<file path="src/design/blam_pkg.sv">
package blam_pkg;

  // Field widths
  localparam int unsigned TIME_BITS   = 32;
  localparam int unsigned LEVEL_W     = 7;
  localparam int unsigned STATUS_W    = 2;
  localparam int unsigned INTERVAL_W  = 16;
  localparam int unsigned NUM_BUCKETS = 11;
  localparam int unsigned BIDX_W      = 4;
  localparam int unsigned QUEUE_DEPTH = 2;
  localparam int unsigned QPTR_W      = $clog2(QUEUE_DEPTH);
  localparam int unsigned QCNT_W      = $clog2(QUEUE_DEPTH + 1);

  // Configuration port
  localparam int unsigned CFG_IDX_W  = 3;
  localparam int unsigned CFG_DATA_W = 16;

  localparam logic [CFG_IDX_W-1:0] CFG_REMIND_LEVEL    = 3'd0;
  localparam logic [CFG_IDX_W-1:0] CFG_REPEAT_INTERVAL = 3'd1;
  localparam logic [CFG_IDX_W-1:0] CFG_SOUND_LEVEL     = 3'd2;
  localparam logic [CFG_IDX_W-1:0] CFG_CRITICAL_LEVEL  = 3'd3;
  localparam logic [CFG_IDX_W-1:0] CFG_URGENT_LEVEL    = 3'd4;

  localparam logic [LEVEL_W-1:0]    RST_REMIND_LEVEL    = 7'd80;
  localparam logic [INTERVAL_W-1:0] RST_REPEAT_INTERVAL = 16'd300;
  localparam logic [LEVEL_W-1:0]    RST_SOUND_LEVEL     = 7'd40;
  localparam logic [LEVEL_W-1:0]    RST_CRITICAL_LEVEL  = 7'd10;
  localparam logic [LEVEL_W-1:0]    RST_URGENT_LEVEL    = 7'd20;

  localparam logic [LEVEL_W-1:0] LEVEL_MAX = 7'd100;

  // Charge status codes
  localparam logic [STATUS_W-1:0] STAT_CHARGING    = 2'd1;
  localparam logic [STATUS_W-1:0] STAT_DISCHARGING = 2'd2;

  // Event codes
  typedef enum logic [1:0] {
    EVT_BUCKET   = 2'd0,
    EVT_REMIND   = 2'd1,
    EVT_CRITICAL = 2'd2
  } evt_e;

  typedef struct packed {
    logic [LEVEL_W-1:0]    remind_level;
    logic [INTERVAL_W-1:0] repeat_interval;
    logic [LEVEL_W-1:0]    sound_level;
    logic [LEVEL_W-1:0]    critical_level;
    logic [LEVEL_W-1:0]    urgent_level;
  } cfg_t;

  // One classified sample handed from the front to the back
  typedef struct packed {
    logic                   rising;
    logic                   discharging;
    logic                   remind;
    logic                   critical;
    logic [LEVEL_W-1:0]     level;
    logic [NUM_BUCKETS-1:0] range;
  } job_t;

  // Ten-percent bucket index of a level of at most 100 (multiply by 205/2048).
  function automatic logic [BIDX_W-1:0] bucket_idx(input logic [LEVEL_W-1:0] lvl);
    logic [14:0] prod;
    prod = 15'(lvl) * 15'd205;
    return prod[14:11];
  endfunction

  // Buckets with index above lo and at most hi.
  function automatic logic [NUM_BUCKETS-1:0] bucket_range(input logic [BIDX_W-1:0] lo,
                                                          input logic [BIDX_W-1:0] hi);
    logic [NUM_BUCKETS:0] upto;
    logic [NUM_BUCKETS:0] below;
    upto  = ((NUM_BUCKETS+1)'(1) << (hi + BIDX_W'(1))) - (NUM_BUCKETS+1)'(1);
    below = ((NUM_BUCKETS+1)'(1) << (lo + BIDX_W'(1))) - (NUM_BUCKETS+1)'(1);
    return NUM_BUCKETS'(upto & ~below);
  endfunction

  // Bucket index times ten.
  function automatic logic [LEVEL_W-1:0] bucket_pct(input logic [BIDX_W-1:0] idx);
    return (LEVEL_W'(idx) << 3) + (LEVEL_W'(idx) << 1);
  endfunction

endpackage

</file>
<file path="src/design/blam_in_if.sv">
interface blam_in_if
  import blam_pkg::*;
();

  logic                 valid;
  logic                 ready;
  logic [LEVEL_W-1:0]   level_percent;
  logic [STATUS_W-1:0]  charge_status;
  logic [TIME_BITS-1:0] now_seconds;

  modport source (output valid, output level_percent, output charge_status,
                  output now_seconds, input ready);
  modport sink (input valid, input level_percent, input charge_status,
                input now_seconds, output ready);

endinterface

</file>
<file path="src/design/blam_out_if.sv">
interface blam_out_if
  import blam_pkg::*;
();

  logic               valid;
  logic               ready;
  logic [1:0]         event_type;
  logic [LEVEL_W-1:0] percent_shown;
  logic               urgent;
  logic               sound_request;
  logic [LEVEL_W-1:0] sound_id;
  logic               last_event;

  modport source (output valid, output event_type, output percent_shown, output urgent,
                  output sound_request, output sound_id, output last_event, input ready);
  modport sink (input valid, input event_type, input percent_shown, input urgent,
                input sound_request, input sound_id, input last_event, output ready);

endinterface

</file>
<file path="src/design/blam_front.sv">
module blam_front
  import blam_pkg::*;
(
  input  logic clk_i,
  input  logic rst_ni,
  input  cfg_t cfg_i,
  blam_in_if.sink in_ch,
  output logic push_valid_o,
  input  logic push_ready_i,
  output job_t job_o
);

  logic                 have_level_q, have_level_d;
  logic [LEVEL_W-1:0]   prev_level_q, prev_level_d;
  logic                 reminder_sent_q, reminder_sent_d;
  logic [TIME_BITS-1:0] stamp_q, stamp_d;

  logic                 accept;
  logic [LEVEL_W-1:0]   level;
  logic                 charging;
  logic                 discharging;
  logic [BIDX_W-1:0]    old_idx;
  logic [BIDX_W-1:0]    new_idx;
  logic                 rising;
  logic [TIME_BITS-1:0] elapsed;
  logic                 remind;
  logic                 critical;
  logic [NUM_BUCKETS-1:0] range;

  // A new beat is taken whenever the queue has room.
  assign in_ch.ready = push_ready_i;
  assign accept      = in_ch.valid && push_ready_i;

  // Classify the sample.
  always_comb begin
    level       = (in_ch.level_percent > LEVEL_MAX) ? LEVEL_MAX : in_ch.level_percent;
    charging    = (in_ch.charge_status == STAT_CHARGING);
    discharging = (in_ch.charge_status == STAT_DISCHARGING);
    old_idx     = bucket_idx(prev_level_q);
    new_idx     = bucket_idx(level);
    rising      = (level > prev_level_q);
    if (!have_level_q) begin
      range = '0;
    end else if (rising) begin
      range = bucket_range(old_idx, new_idx);
    end else begin
      range = bucket_range(new_idx, old_idx);
    end
    remind   = charging && (level >= cfg_i.remind_level) && !reminder_sent_q;
    elapsed  = in_ch.now_seconds - stamp_q;
    critical = discharging && (level <= cfg_i.critical_level) &&
               (elapsed >= TIME_BITS'(cfg_i.repeat_interval));
  end

  // Job for the back end; samples that cannot produce an event are dropped here.
  always_comb begin
    job_o.rising      = rising;
    job_o.discharging = discharging;
    job_o.remind      = remind;
    job_o.critical    = critical;
    job_o.level       = level;
    job_o.range       = range;
    push_valid_o      = accept && ((range != '0) || remind || critical);
  end

  // Sample history.
  always_comb begin
    have_level_d    = have_level_q;
    prev_level_d    = prev_level_q;
    reminder_sent_d = reminder_sent_q;
    stamp_d         = stamp_q;
    if (accept) begin
      have_level_d = 1'b1;
      prev_level_d = level;
      if (charging) begin
        reminder_sent_d = (level >= cfg_i.remind_level);
      end
      if (critical) begin
        stamp_d = in_ch.now_seconds;
      end
    end
  end

  always_ff @(posedge clk_i or negedge rst_ni) begin
    if (!rst_ni) begin
      have_level_q    <= 1'b0;
      prev_level_q    <= '0;
      reminder_sent_q <= 1'b0;
      stamp_q         <= '0;
    end else begin
      have_level_q    <= have_level_d;
      prev_level_q    <= prev_level_d;
      reminder_sent_q <= reminder_sent_d;
      stamp_q         <= stamp_d;
    end
  end

endmodule

</file>
<file path="src/design/blam_queue.sv">
module blam_queue
  import blam_pkg::*;
(
  input  logic clk_i,
  input  logic rst_ni,
  input  logic push_valid_i,
  output logic push_ready_o,
  input  job_t push_job_i,
  output logic pop_valid_o,
  input  logic pop_ready_i,
  output job_t pop_job_o
);

  job_t              mem_q [QUEUE_DEPTH];
  logic [QPTR_W-1:0] wr_ptr_q, wr_ptr_d;
  logic [QPTR_W-1:0] rd_ptr_q, rd_ptr_d;
  logic [QCNT_W-1:0] count_q, count_d;
  logic              push;
  logic              pop;

  assign push_ready_o = (count_q != QCNT_W'(QUEUE_DEPTH));
  assign pop_valid_o  = (count_q != '0);
  assign pop_job_o    = mem_q[rd_ptr_q];
  assign push         = push_valid_i && push_ready_o;
  assign pop          = pop_valid_o && pop_ready_i;

  // Pointer and fill bookkeeping.
  always_comb begin
    wr_ptr_d = wr_ptr_q;
    rd_ptr_d = rd_ptr_q;
    count_d  = count_q;
    if (push) begin
      wr_ptr_d = (wr_ptr_q == QPTR_W'(QUEUE_DEPTH - 1)) ? '0 : wr_ptr_q + QPTR_W'(1);
    end
    if (pop) begin
      rd_ptr_d = (rd_ptr_q == QPTR_W'(QUEUE_DEPTH - 1)) ? '0 : rd_ptr_q + QPTR_W'(1);
    end
    if (push && !pop) begin
      count_d = count_q + QCNT_W'(1);
    end else if (pop && !push) begin
      count_d = count_q - QCNT_W'(1);
    end
  end

  always_ff @(posedge clk_i or negedge rst_ni) begin
    if (!rst_ni) begin
      wr_ptr_q <= '0;
      rd_ptr_q <= '0;
      count_q  <= '0;
    end else begin
      wr_ptr_q <= wr_ptr_d;
      rd_ptr_q <= rd_ptr_d;
      count_q  <= count_d;
    end
  end

  // Storage.
  always_ff @(posedge clk_i) begin
    if (push) begin
      mem_q[wr_ptr_q] <= push_job_i;
    end
  end

endmodule

</file>
<file path="src/design/blam_back.sv">
module blam_back
  import blam_pkg::*;
(
  input  logic clk_i,
  input  logic rst_ni,
  input  cfg_t cfg_i,
  input  logic pop_valid_i,
  output logic pop_ready_o,
  input  job_t job_i,
  blam_out_if.source out_ch
);

  logic                   active_q, active_d;
  logic [NUM_BUCKETS-1:0] mask_q, mask_d;
  logic [NUM_BUCKETS-1:0] rise_flags_q, rise_flags_d;
  logic [NUM_BUCKETS-1:0] fall_flags_q, fall_flags_d;
  logic                   rising_q, rising_d;
  logic                   disch_q, disch_d;
  logic                   remind_q, remind_d;
  logic                   critical_q, critical_d;
  logic [LEVEL_W-1:0]     level_q, level_d;

  logic                   ov_q, ov_d;
  evt_e                   type_q, type_d;
  logic [LEVEL_W-1:0]     pct_q, pct_d;
  logic                   urgent_q, urgent_d;
  logic                   snd_q, snd_d;
  logic [LEVEL_W-1:0]     sid_q, sid_d;
  logic                   last_q, last_d;

  logic                   slot_free;
  logic                   emit;
  logic [BIDX_W-1:0]      sel;
  logic [LEVEL_W-1:0]     sel_pct;
  logic [NUM_BUCKETS-1:0] flags_now;
  logic [NUM_BUCKETS-1:0] remaining;

  assign slot_free   = !ov_q || out_ch.ready;
  assign pop_ready_o = !active_q;
  assign flags_now   = job_i.rising ? rise_flags_q : fall_flags_q;

  // Next bucket in the direction of travel.
  always_comb begin
    sel = '0;
    if (rising_q) begin
      for (int i = NUM_BUCKETS - 1; i >= 0; i--) begin
        if (mask_q[i]) begin
          sel = BIDX_W'(i);
        end
      end
    end else begin
      for (int i = 0; i < NUM_BUCKETS; i++) begin
        if (mask_q[i]) begin
          sel = BIDX_W'(i);
        end
      end
    end
    sel_pct   = bucket_pct(sel);
    remaining = mask_q & ~(NUM_BUCKETS'(1) << sel);
  end

  // Job load and event sequencing.
  always_comb begin
    active_d     = active_q;
    mask_d       = mask_q;
    rise_flags_d = rise_flags_q;
    fall_flags_d = fall_flags_q;
    rising_d     = rising_q;
    disch_d      = disch_q;
    remind_d     = remind_q;
    critical_d   = critical_q;
    level_d      = level_q;
    emit         = 1'b0;
    type_d       = type_q;
    pct_d        = pct_q;
    urgent_d     = urgent_q;
    snd_d        = snd_q;
    sid_d        = sid_q;
    last_d       = last_q;
    if (!active_q) begin
      if (pop_valid_i) begin
        mask_d     = job_i.range & ~flags_now;
        rising_d   = job_i.rising;
        disch_d    = job_i.discharging;
        remind_d   = job_i.remind;
        critical_d = job_i.critical;
        level_d    = job_i.level;
        active_d   = (mask_d != '0) || job_i.remind || job_i.critical;
      end
    end else if (slot_free) begin
      emit = 1'b1;
      if (mask_q != '0) begin
        type_d   = EVT_BUCKET;
        pct_d    = sel_pct;
        urgent_d = (sel_pct <= cfg_i.urgent_level);
        snd_d    = !rising_q && disch_q && (sel_pct <= cfg_i.sound_level);
        sid_d    = snd_d ? sel_pct : '0;
        last_d   = (remaining == '0) && !remind_q && !critical_q;
        mask_d   = remaining;
        if (rising_q) begin
          rise_flags_d = rise_flags_q | (NUM_BUCKETS'(1) << sel);
        end else begin
          fall_flags_d = fall_flags_q | (NUM_BUCKETS'(1) << sel);
        end
      end else if (remind_q) begin
        type_d   = EVT_REMIND;
        pct_d    = cfg_i.remind_level;
        urgent_d = 1'b0;
        snd_d    = 1'b1;
        sid_d    = cfg_i.remind_level;
        last_d   = !critical_q;
        remind_d = 1'b0;
      end else begin
        type_d     = EVT_CRITICAL;
        pct_d      = level_q;
        urgent_d   = (level_q <= cfg_i.urgent_level);
        snd_d      = 1'b1;
        sid_d      = cfg_i.critical_level;
        last_d     = 1'b1;
        critical_d = 1'b0;
      end
      active_d = !last_d;
    end
  end

  // Output register: loaded on emit, cleared once the beat is taken.
  always_comb begin
    if (emit) begin
      ov_d = 1'b1;
    end else if (out_ch.ready) begin
      ov_d = 1'b0;
    end else begin
      ov_d = ov_q;
    end
  end

  always_ff @(posedge clk_i or negedge rst_ni) begin
    if (!rst_ni) begin
      active_q     <= 1'b0;
      mask_q       <= '0;
      rise_flags_q <= '0;
      fall_flags_q <= '0;
      remind_q     <= 1'b0;
      critical_q   <= 1'b0;
      ov_q         <= 1'b0;
    end else begin
      active_q     <= active_d;
      mask_q       <= mask_d;
      rise_flags_q <= rise_flags_d;
      fall_flags_q <= fall_flags_d;
      remind_q     <= remind_d;
      critical_q   <= critical_d;
      ov_q         <= ov_d;
    end
  end

  always_ff @(posedge clk_i) begin
    rising_q <= rising_d;
    disch_q  <= disch_d;
    level_q  <= level_d;
    type_q   <= type_d;
    pct_q    <= pct_d;
    urgent_q <= urgent_d;
    snd_q    <= snd_d;
    sid_q    <= sid_d;
    last_q   <= last_d;
  end

  assign out_ch.valid         = ov_q;
  assign out_ch.event_type    = type_q;
  assign out_ch.percent_shown = pct_q;
  assign out_ch.urgent        = urgent_q;
  assign out_ch.sound_request = snd_q;
  assign out_ch.sound_id      = sid_q;
  assign out_ch.last_event    = last_q;

  // A pending bucket of an active job is never one whose notice was already sent that way.
  assert property (@(posedge clk_i) disable iff (!rst_ni)
    (mask_q & (rise_flags_q | fall_flags_q)) == '0 || !active_q ||
    (mask_q & (rising_q ? rise_flags_q : fall_flags_q)) == '0)
    else $error("pending bucket already flagged");

  // An active job always has some event left to send.
  assert property (@(posedge clk_i) disable iff (!rst_ni)
    active_q |-> ((mask_q != '0) || remind_q || critical_q))
    else $error("active job with nothing pending");

  // The final event of a job returns the sequencer to idle.
  assert property (@(posedge clk_i) disable iff (!rst_ni)
    (emit && last_d) |=> (!active_q && out_ch.valid && out_ch.last_event))
    else $error("job did not finish on its last event");

endmodule

</file>
<file path="src/design/battery_level_alert_monitor.sv">
// Battery level alert monitor.
// Input channel in_ch carries one battery sample per beat: level_percent,
// charge_status and now_seconds. Output channel out_ch carries alert events:
// bucket crossing notices, then a charge reminder, then a critical repeat
// alert; last_event marks the final event of a sample. A sample produces zero
// to eleven events.
// A front stage classifies each sample in the cycle it is taken and pushes a
// job into a two-entry queue; the back stage loads a job and then sends one
// event per cycle into the output register while that register is free.
// Samples with no bucket crossing, reminder or critical alert leave no job.
// The sample channel stays ready while the queue has room, so samples keep
// being taken while the receiver stalls, up to two queued jobs.
// Reset clears the sample history, all bucket flags, the queue and the output
// register, and loads the configuration defaults (80, 300, 40, 10, 20).
// Configuration writes (cfg_we_i, cfg_idx_i, cfg_data_i) take effect on the
// next clock and are meant for idle periods; unknown indexes are ignored.
module battery_level_alert_monitor
  import blam_pkg::*;
(
  input  logic                  clk_i,
  input  logic                  rst_ni,
  input  logic                  cfg_we_i,
  input  logic [CFG_IDX_W-1:0]  cfg_idx_i,
  input  logic [CFG_DATA_W-1:0] cfg_data_i,
  blam_in_if.sink               in_ch,
  blam_out_if.source            out_ch
);

  cfg_t cfg_q, cfg_d;
  logic push_valid;
  logic push_ready;
  job_t push_job;
  logic pop_valid;
  logic pop_ready;
  job_t pop_job;

  // Configuration registers.
  always_comb begin
    cfg_d = cfg_q;
    if (cfg_we_i) begin
      case (cfg_idx_i)
        CFG_REMIND_LEVEL:    cfg_d.remind_level    = cfg_data_i[LEVEL_W-1:0];
        CFG_REPEAT_INTERVAL: cfg_d.repeat_interval = cfg_data_i[INTERVAL_W-1:0];
        CFG_SOUND_LEVEL:     cfg_d.sound_level     = cfg_data_i[LEVEL_W-1:0];
        CFG_CRITICAL_LEVEL:  cfg_d.critical_level  = cfg_data_i[LEVEL_W-1:0];
        CFG_URGENT_LEVEL:    cfg_d.urgent_level    = cfg_data_i[LEVEL_W-1:0];
        default:             cfg_d = cfg_q;
      endcase
    end
  end

  always_ff @(posedge clk_i or negedge rst_ni) begin
    if (!rst_ni) begin
      cfg_q.remind_level    <= RST_REMIND_LEVEL;
      cfg_q.repeat_interval <= RST_REPEAT_INTERVAL;
      cfg_q.sound_level     <= RST_SOUND_LEVEL;
      cfg_q.critical_level  <= RST_CRITICAL_LEVEL;
      cfg_q.urgent_level    <= RST_URGENT_LEVEL;
    end else begin
      cfg_q <= cfg_d;
    end
  end

  blam_front u_front (
    .clk_i        (clk_i),
    .rst_ni       (rst_ni),
    .cfg_i        (cfg_q),
    .in_ch        (in_ch),
    .push_valid_o (push_valid),
    .push_ready_i (push_ready),
    .job_o        (push_job)
  );

  blam_queue u_queue (
    .clk_i        (clk_i),
    .rst_ni       (rst_ni),
    .push_valid_i (push_valid),
    .push_ready_o (push_ready),
    .push_job_i   (push_job),
    .pop_valid_o  (pop_valid),
    .pop_ready_i  (pop_ready),
    .pop_job_o    (pop_job)
  );

  blam_back u_back (
    .clk_i       (clk_i),
    .rst_ni      (rst_ni),
    .cfg_i       (cfg_q),
    .pop_valid_i (pop_valid),
    .pop_ready_o (pop_ready),
    .job_i       (pop_job),
    .out_ch      (out_ch)
  );

endmodule

</file>
<file path="src/flat_wrapper.sv">
// flat-port wrapper written by rule: the top's interface ports become plain ports
module battery_level_alert_monitor_flat import blam_pkg::*;
  (clk_i, rst_ni, cfg_we_i, cfg_idx_i, cfg_data_i, in_ch_valid, in_ch_level_percent, in_ch_charge_status, in_ch_now_seconds, in_ch_ready, out_ch_valid, out_ch_event_type, out_ch_percent_shown, out_ch_urgent, out_ch_sound_request, out_ch_sound_id, out_ch_last_event, out_ch_ready);
  blam_in_if in_ch_i ();
  blam_out_if out_ch_i ();
  input  logic clk_i;
  input  logic rst_ni;
  input  logic cfg_we_i;
  input  logic [CFG_IDX_W-1:0] cfg_idx_i;
  input  logic [CFG_DATA_W-1:0] cfg_data_i;
  input wire logic [$bits(in_ch_i.valid)-1:0] in_ch_valid;
  input wire logic [$bits(in_ch_i.level_percent)-1:0] in_ch_level_percent;
  input wire logic [$bits(in_ch_i.charge_status)-1:0] in_ch_charge_status;
  input wire logic [$bits(in_ch_i.now_seconds)-1:0] in_ch_now_seconds;
  output wire logic [$bits(in_ch_i.ready)-1:0] in_ch_ready;
  output wire logic [$bits(out_ch_i.valid)-1:0] out_ch_valid;
  output wire logic [$bits(out_ch_i.event_type)-1:0] out_ch_event_type;
  output wire logic [$bits(out_ch_i.percent_shown)-1:0] out_ch_percent_shown;
  output wire logic [$bits(out_ch_i.urgent)-1:0] out_ch_urgent;
  output wire logic [$bits(out_ch_i.sound_request)-1:0] out_ch_sound_request;
  output wire logic [$bits(out_ch_i.sound_id)-1:0] out_ch_sound_id;
  output wire logic [$bits(out_ch_i.last_event)-1:0] out_ch_last_event;
  input wire logic [$bits(out_ch_i.ready)-1:0] out_ch_ready;
  assign in_ch_i.valid = in_ch_valid;
  assign in_ch_i.level_percent = in_ch_level_percent;
  assign in_ch_i.charge_status = in_ch_charge_status;
  assign in_ch_i.now_seconds = in_ch_now_seconds;
  assign in_ch_ready = in_ch_i.ready;
  assign out_ch_valid = out_ch_i.valid;
  assign out_ch_event_type = out_ch_i.event_type;
  assign out_ch_percent_shown = out_ch_i.percent_shown;
  assign out_ch_urgent = out_ch_i.urgent;
  assign out_ch_sound_request = out_ch_i.sound_request;
  assign out_ch_sound_id = out_ch_i.sound_id;
  assign out_ch_last_event = out_ch_i.last_event;
  assign out_ch_i.ready = out_ch_ready;
  battery_level_alert_monitor u_core (.clk_i(clk_i), .rst_ni(rst_ni), .cfg_we_i(cfg_we_i), .cfg_idx_i(cfg_idx_i), .cfg_data_i(cfg_data_i), .in_ch(in_ch_i), .out_ch(out_ch_i));
endmodule
</file>
<file path="config.mk">
export PLATFORM = sky130hd
export DESIGN_NAME = battery_level_alert_monitor_flat
export DESIGN_NICKNAME = d
export VERILOG_FILES = /design/src/design/blam_pkg.sv /design/src/design/blam_in_if.sv /design/src/design/blam_out_if.sv /design/src/design/blam_front.sv /design/src/design/blam_queue.sv /design/src/design/blam_back.sv /design/src/design/battery_level_alert_monitor.sv /design/src/flat_wrapper.sv
export SDC_FILE = /design/constraint.sdc
export NUM_CORES = 1
export LEC_CHECK = 0
export BUFFER_PORTS_ARGS = -buffer_cell sky130_fd_sc_hd__buf_2
export CORE_ASPECT_RATIO = 2
export CORE_MARGIN = 2
export CORE_UTILIZATION = 60
export DETAILED_ROUTE_END_ITERATION = 12
export PLACE_DENSITY_LB_ADDON = 0.1
export SYNTH_ARGS = -nofsm -noshare
export SYNTH_HDL_FRONTEND = slang
export SYNTH_HIERARCHICAL = 1
export SYNTH_SLANG_ARGS = --single-unit
</file>
<file path="constraint.sdc">
create_clock -name clk_i -period 8.2 [get_ports clk_i]
set_input_delay 0.82 -clock clk_i [delete_from_list [all_inputs] [get_ports clk_i]]
set_output_delay 0.82 -clock clk_i [all_outputs]
set_load 0.05 [all_outputs]
</file>
## Word-level counts from Yosys, hierarchy flattened

Memories as Yosys holds them, arrays and structs flattened.
Cells that the tools add are included.

| storage, ports and cells | value |
|---|---|
| flip-flop bits (word level) | 154 |
| RAM bits | 44 |
| output and inout bits | 21 |
| word-level logic and storage cells | 190 |
| memories kept | 1 |

| cells by class | value |
|---|---|
| add/sub/neg operators | 10 |
| multiply operators | 2 |
| magnitude comparators | 8 |
| equality and inequality tests | 11 |
| shift-type cells | 3 |
| multiplexer cells | 64 |
| bitwise gates (word level) | 12 |
| reduce and logical (&&, ||, !) cells | 51 |

Memories:

| name | depth | width | read ports | clocked after Yosys merged registers in | wr ports | RTL line | text |
|---|---|---|---|---|---|---|---|
| u_core.u_queue.mem_q | 2 | 22 | 1 | 0 | 1 | blam_queue.sv:14 | `job_t mem_q [QUEUE_DEPTH];` |

Operators with widths:

| cell | count |
|---|---|
| 4-bit 2-to-1 mux | 21 |
| 11-bit 2-to-1 mux | 7 |
| 11-bit AND | 4 |
| 11-bit NOT | 4 |
| 7-bit 2-to-1 mux | 6 |
| 11-bit nonzero test | 3 |
| 1-bit by 4-bit left shift with 11-bit output, first input constant | 3 |
| 32-bit by 16-bit greater-or-equal comparator with 1-bit output | 1 |
| 32-bit subtractor | 1 |
| 7-bit by 8-bit multiplier with 15-bit output, second input constant | 2 |
| 7-bit <= comparator | 4 |
| 1-bit 2-to-1 mux | 27 |
| 11-bit OR | 2 |
| 11-bit by 2-bit subtractor with 11-bit output, second input constant | 2 |
| 2-bit AND reduction | 9 |
| 1-bit logical AND | 14 |
| 4-bit AND reduction | 3 |
| 11-bit logical NOT | 1 |
| 1-bit logical NOT | 9 |
| 4-bit by 1-bit adder with 4-bit output, second input constant | 2 |
| 2-bit nonzero test | 4 |
| 7-bit by 5-bit adder with 7-bit output | 1 |
| 7-bit greater-or-equal comparator | 1 |
| 7-bit greater-than comparator | 1 |
| 16 further kinds | 29 |

## Depth between registers and ports, before layout

| logic depth | value |
|---|---|
| depth after elaboration | 24 |
| depth in mapped cells | 35 |

## By module

Netlist, hierarchy kept.

By module, submodules not included:

| module | instances | cells each | area an instance (um2) | sequential area each (um2) |
|---|---|---|---|---|
| blam_front | 1 | 907 | 7458.4 | 1026.0 |
| blam_back | 1 | 350 | 3659.8 | 1766.7 |
| blam_queue | 1 | 86 | 1788.0 | 1421.4 |
| battery_level_alert_monitor | 1 | 97 | 1745.4 | 1116.1 |

## Least setup slack after synthesis

OpenSTA, ideal clock, no wires.

| timing | value |
|---|---|
| path type | input-to-reg |
| start | in in_ch_level_percent[5] |
| end | mem u_core/u_queue/mem_q[0][0] (netlist name) (enable) |
| setup time | 0.401 ns |
| data arrival time | 7.593 ns |
| path slack | 0.206 ns |
| stages | 28 |
| cell sequence | buf_2 nand2_1 and2_1 ha_1 fa_1 ha_1 inv_1 fa_1 inv_1 ha_1 a211oi_1 o21ai_1 a221oi_4 mux2i_1 nand2_1 ha_1 clkbuf_1 nor2_1 nand2_1 ha_1 o31ai_1 inv_1 a211o_1 o21ai_0 mux2i_1 o41a_1 nand2_1 nor2_1 |

RTL lines:

| element | RTL line | text |
|---|---|---|
| start: declaration | flat_wrapper.sv:12 | `input wire logic [$bits(in_ch_i.level_percent)-1:0] in_ch_level_percent;` |
| end: declaration | blam_queue.sv:14 |  |

==> impl_metrics.toml <==
[run_status]
outcome = "finished, final reports clean"

[timing]
rsz0062_at_grt = "false"
tightest_slew_ns = 1.02
setup_ws_ns = 0.530
hold_slack_ns = 0.436
maxSlewHeadroom = 0.312
clock_skew_ns = 0.0116
fin_crit_ns = 7.67
timing_hold_violations_final = 0
timing.final.crit_share = 0.935
slew_violations = 0
setup_viol = 0
fmax_mhz = 130
tns_ns = 0

[critical_path]
end_kind = "register"
required_ns = 8.57
crit_type = "input port to register"
crit_top_cell = "ha_1"
worstPathArrival_ns = 8.04
slowest_stage = "fa_1"
slowest_delay_ns = 0.50
worst_setup_path_start_kind = "input port"
worstPathMaxFanout = 11

[yosys]
synthArstFlopShare = 0.636
syn_area_per_cell_um2 = 10.2
synth-edff-count = 72
ys_ff_latch = 198
yosysWarnings = 6
synth-seq-area-share = 0.364
synth_fp_nets = 1683
synthDistinctLibCells = 106
netlist_instances = 1440
ys.flop_type = "dfrtp_1"
synth_area_um2 = 14700

[placement]
preCtsSetupSlack_ns = 0.104
port_buffers = 85
hpwl_mm = 28.0
placed_area_um2 = 15300
finalWeightedCongestion = 0.956

[cts]
ctsHoldBuffers = 0
clock-sinks = 198
cts_setup_buffers = 0
htreeDepth = 4
clockRootBuffer = "clkbuf_16"
clock_latency_ns = 0.45
clockBufferDepth = 2
path_clk_slew_ns = 0.07
cts_made_buffers = 17
ctsResizeCount = 0
tritoncts = "built"

[finish]
finalInstanceArea_um2 = 15900
area.growth.synth_to_final_pct = 8.45
antennaDiodeCount = 0
nFillCells = 1979
fin_nets = 1757
drive_gt1_frac = 0.179

[drt]
drt_iter0_drc = 585
vias = 11103
postRouteAntennaNets = 0
wl_mm = 35.3
wire_per_inst_um = 19.5
avgViaCountPerCell = 6.12
dr.pass1.iters = 6
drcViolationCount = 0

[floorplanning]
rows = 80
die_w_um = 114
die_area_um2 = 25800
core_um2 = 23900
start_util = 0.612
pin_count = 86
die_h_um = 225

[grt]
antenna_found_initial = 0
grt_pass1_wl_mm = 57.0
grt_pass1_vias = 11437
overflow = 0
grt_usage = 0.285
grt_max_degree = 74

[run]
maxCapViolations = 0

[worst_hold_path]
hp-class = "input port to asynchronous set/reset pin"
[cells in the mapped netlist, drive strengths merged (16+ instances only)]
cell,count,area (um2)
a21o,44,330
a21oi,74,378
buf,24,171
clkbuf,21,78.8
dfrtp,114,2850
edfxtp,72,2160
fa,18,360
ha,160,2000
inv,151,569
mux2,103,1190
mux2i,33,330
nand2,96,363
nand2b,16,100
nand3,27,135
nor2,77,299
nor3,25,130
o21a,20,150
o21ai,69,345
o21bai,20,154
o31ai,16,144
xnor2,28,275
xor2,19,181
[per-stage QoR]
stage,util,cells
final,0.664,1814
after CTS,0.664,1814
after floorplan,-,1440
after detailed placement,0.640,1782
after global placement,0.640,1782
after global routing,0.664,1814
[routing by layer]
metal,global-route usage,vias to the layer above,share of wire
met3,0.0371,105,0.028
li1,-,5355,-
met2,0.556,276,0.57
met4,0.145,0,0.051
met5,0,-,0
met1,0.284,5367,0.36
[flip-flops by register name, indices dropped and copies added (netlist names), 11 cells and up]
name,count
u_core/u_front/stamp_q,32
u_core/u_back/fall_flags_q,11
u_core/u_queue/mem_q,44
u_core/u_back/rise_flags_q,11
u_core/u_back/mask_q,11
u_core/cfg_q,44
[worst max-delay path: cells and delay by family]
family,cells,cell delay [ns]
AOI/OAI and AO/OA,5,1.54
xor gates and xnor gates,2,0.47
adders and majority gates,8,2.91
buffers and inverters,4,0.38
muxes,1,0.36
and+or+nand+nor,10,1.56
[kinds of logic (layout without fill, tap and decap cells)]
group | after synthesis | after routing | share of synthesized area
buffers and inverters | 197 | 284 | 0.0566
adder cells (fa/ha/maj) | 179 | 179 | 0.162
flip-flops | 198 | 198 | 0.364
multiplexers | 136 | 136 | 0.104
AND/OR/NAND/NOR | 343 | 343 | 0.120
AO/OA/AOI/OAI | 340 | 340 | 0.163
XOR/XNOR | 47 | 47 | 0.0312
[worst paths after layout]
path	from	endpoint	slack, ns	depth (start not counted)
max	in_ch_level_percent[5]	u_core/u_queue/count_q[1]$_DFFE_PN0P_	0.53	30
min	rst_ni	u_core/u_front/stamp_q[18]$_DFFE_PN0P_	0.44	1
max reg2reg	u_core/u_front/prev_level_q[4]$_DFFE_PN0P_	u_core/u_queue/count_q[1]$_DFFE_PN0P_	0.78	29
min reg2reg	u_core/u_back/fall_flags_q[0]$_DFFE_PN0P_	u_core/u_back/fall_flags_q[0]$_DFFE_PN0P_	0.46	1
max in group asynchronous	rst_ni	u_core/cfg_q[0]$_DFFE_PN0P_	6.35	2
min in group clk_i	u_core/u_back/fall_flags_q[0]$_DFFE_PN0P_	u_core/u_back/fall_flags_q[0]$_DFFE_PN0P_	0.46	1
[area by class of cell]
| type | instances | area [um2] | share of cell area |
|---|---|---|---|
| inverters | 151 | 569 | 0.0358 |
| flip-flops and latches | 198 | 5330 | 0.335 |
| multi-input cells | 1045 | 8520 | 0.536 |
| repair buffers | 101 | 548 | 0.0345 |
| clock buffers | 17 | 425 | 0.0268 |
| clock inverters | 15 | 143 | 0.00898 |
| well taps | 287 | 359 | 0.0226 |
[layout by cell type, fill, tap and decap left out, types with 13 or more instances in the layout]
master and count:
ha_1 160, mux2_2 69, mux2_1 25, inv_1 145
nor3_1 24, dfrtp_1 114, nand2_1 95, mux2i_1 33
buf_4 17, buf_2 84, edfxtp_1 72, nor2b_1 13
nand4_1 14, o22ai_1 15, o31ai_1 13, nor4_1 14
xnor2_1 24, a21oi_1 72, nor2_1 72, a21o_1 44
nand3_1 27, o21ai_0 65, o21a_1 20, nand2b_1 16
clkbuf_16 17, xor2_1 17, o21bai_1 19, fa_1 18
Power is left out: the tool's default activity adds up to more than one toggle a clock period on the data nets, which glitch-free logic cannot reach.
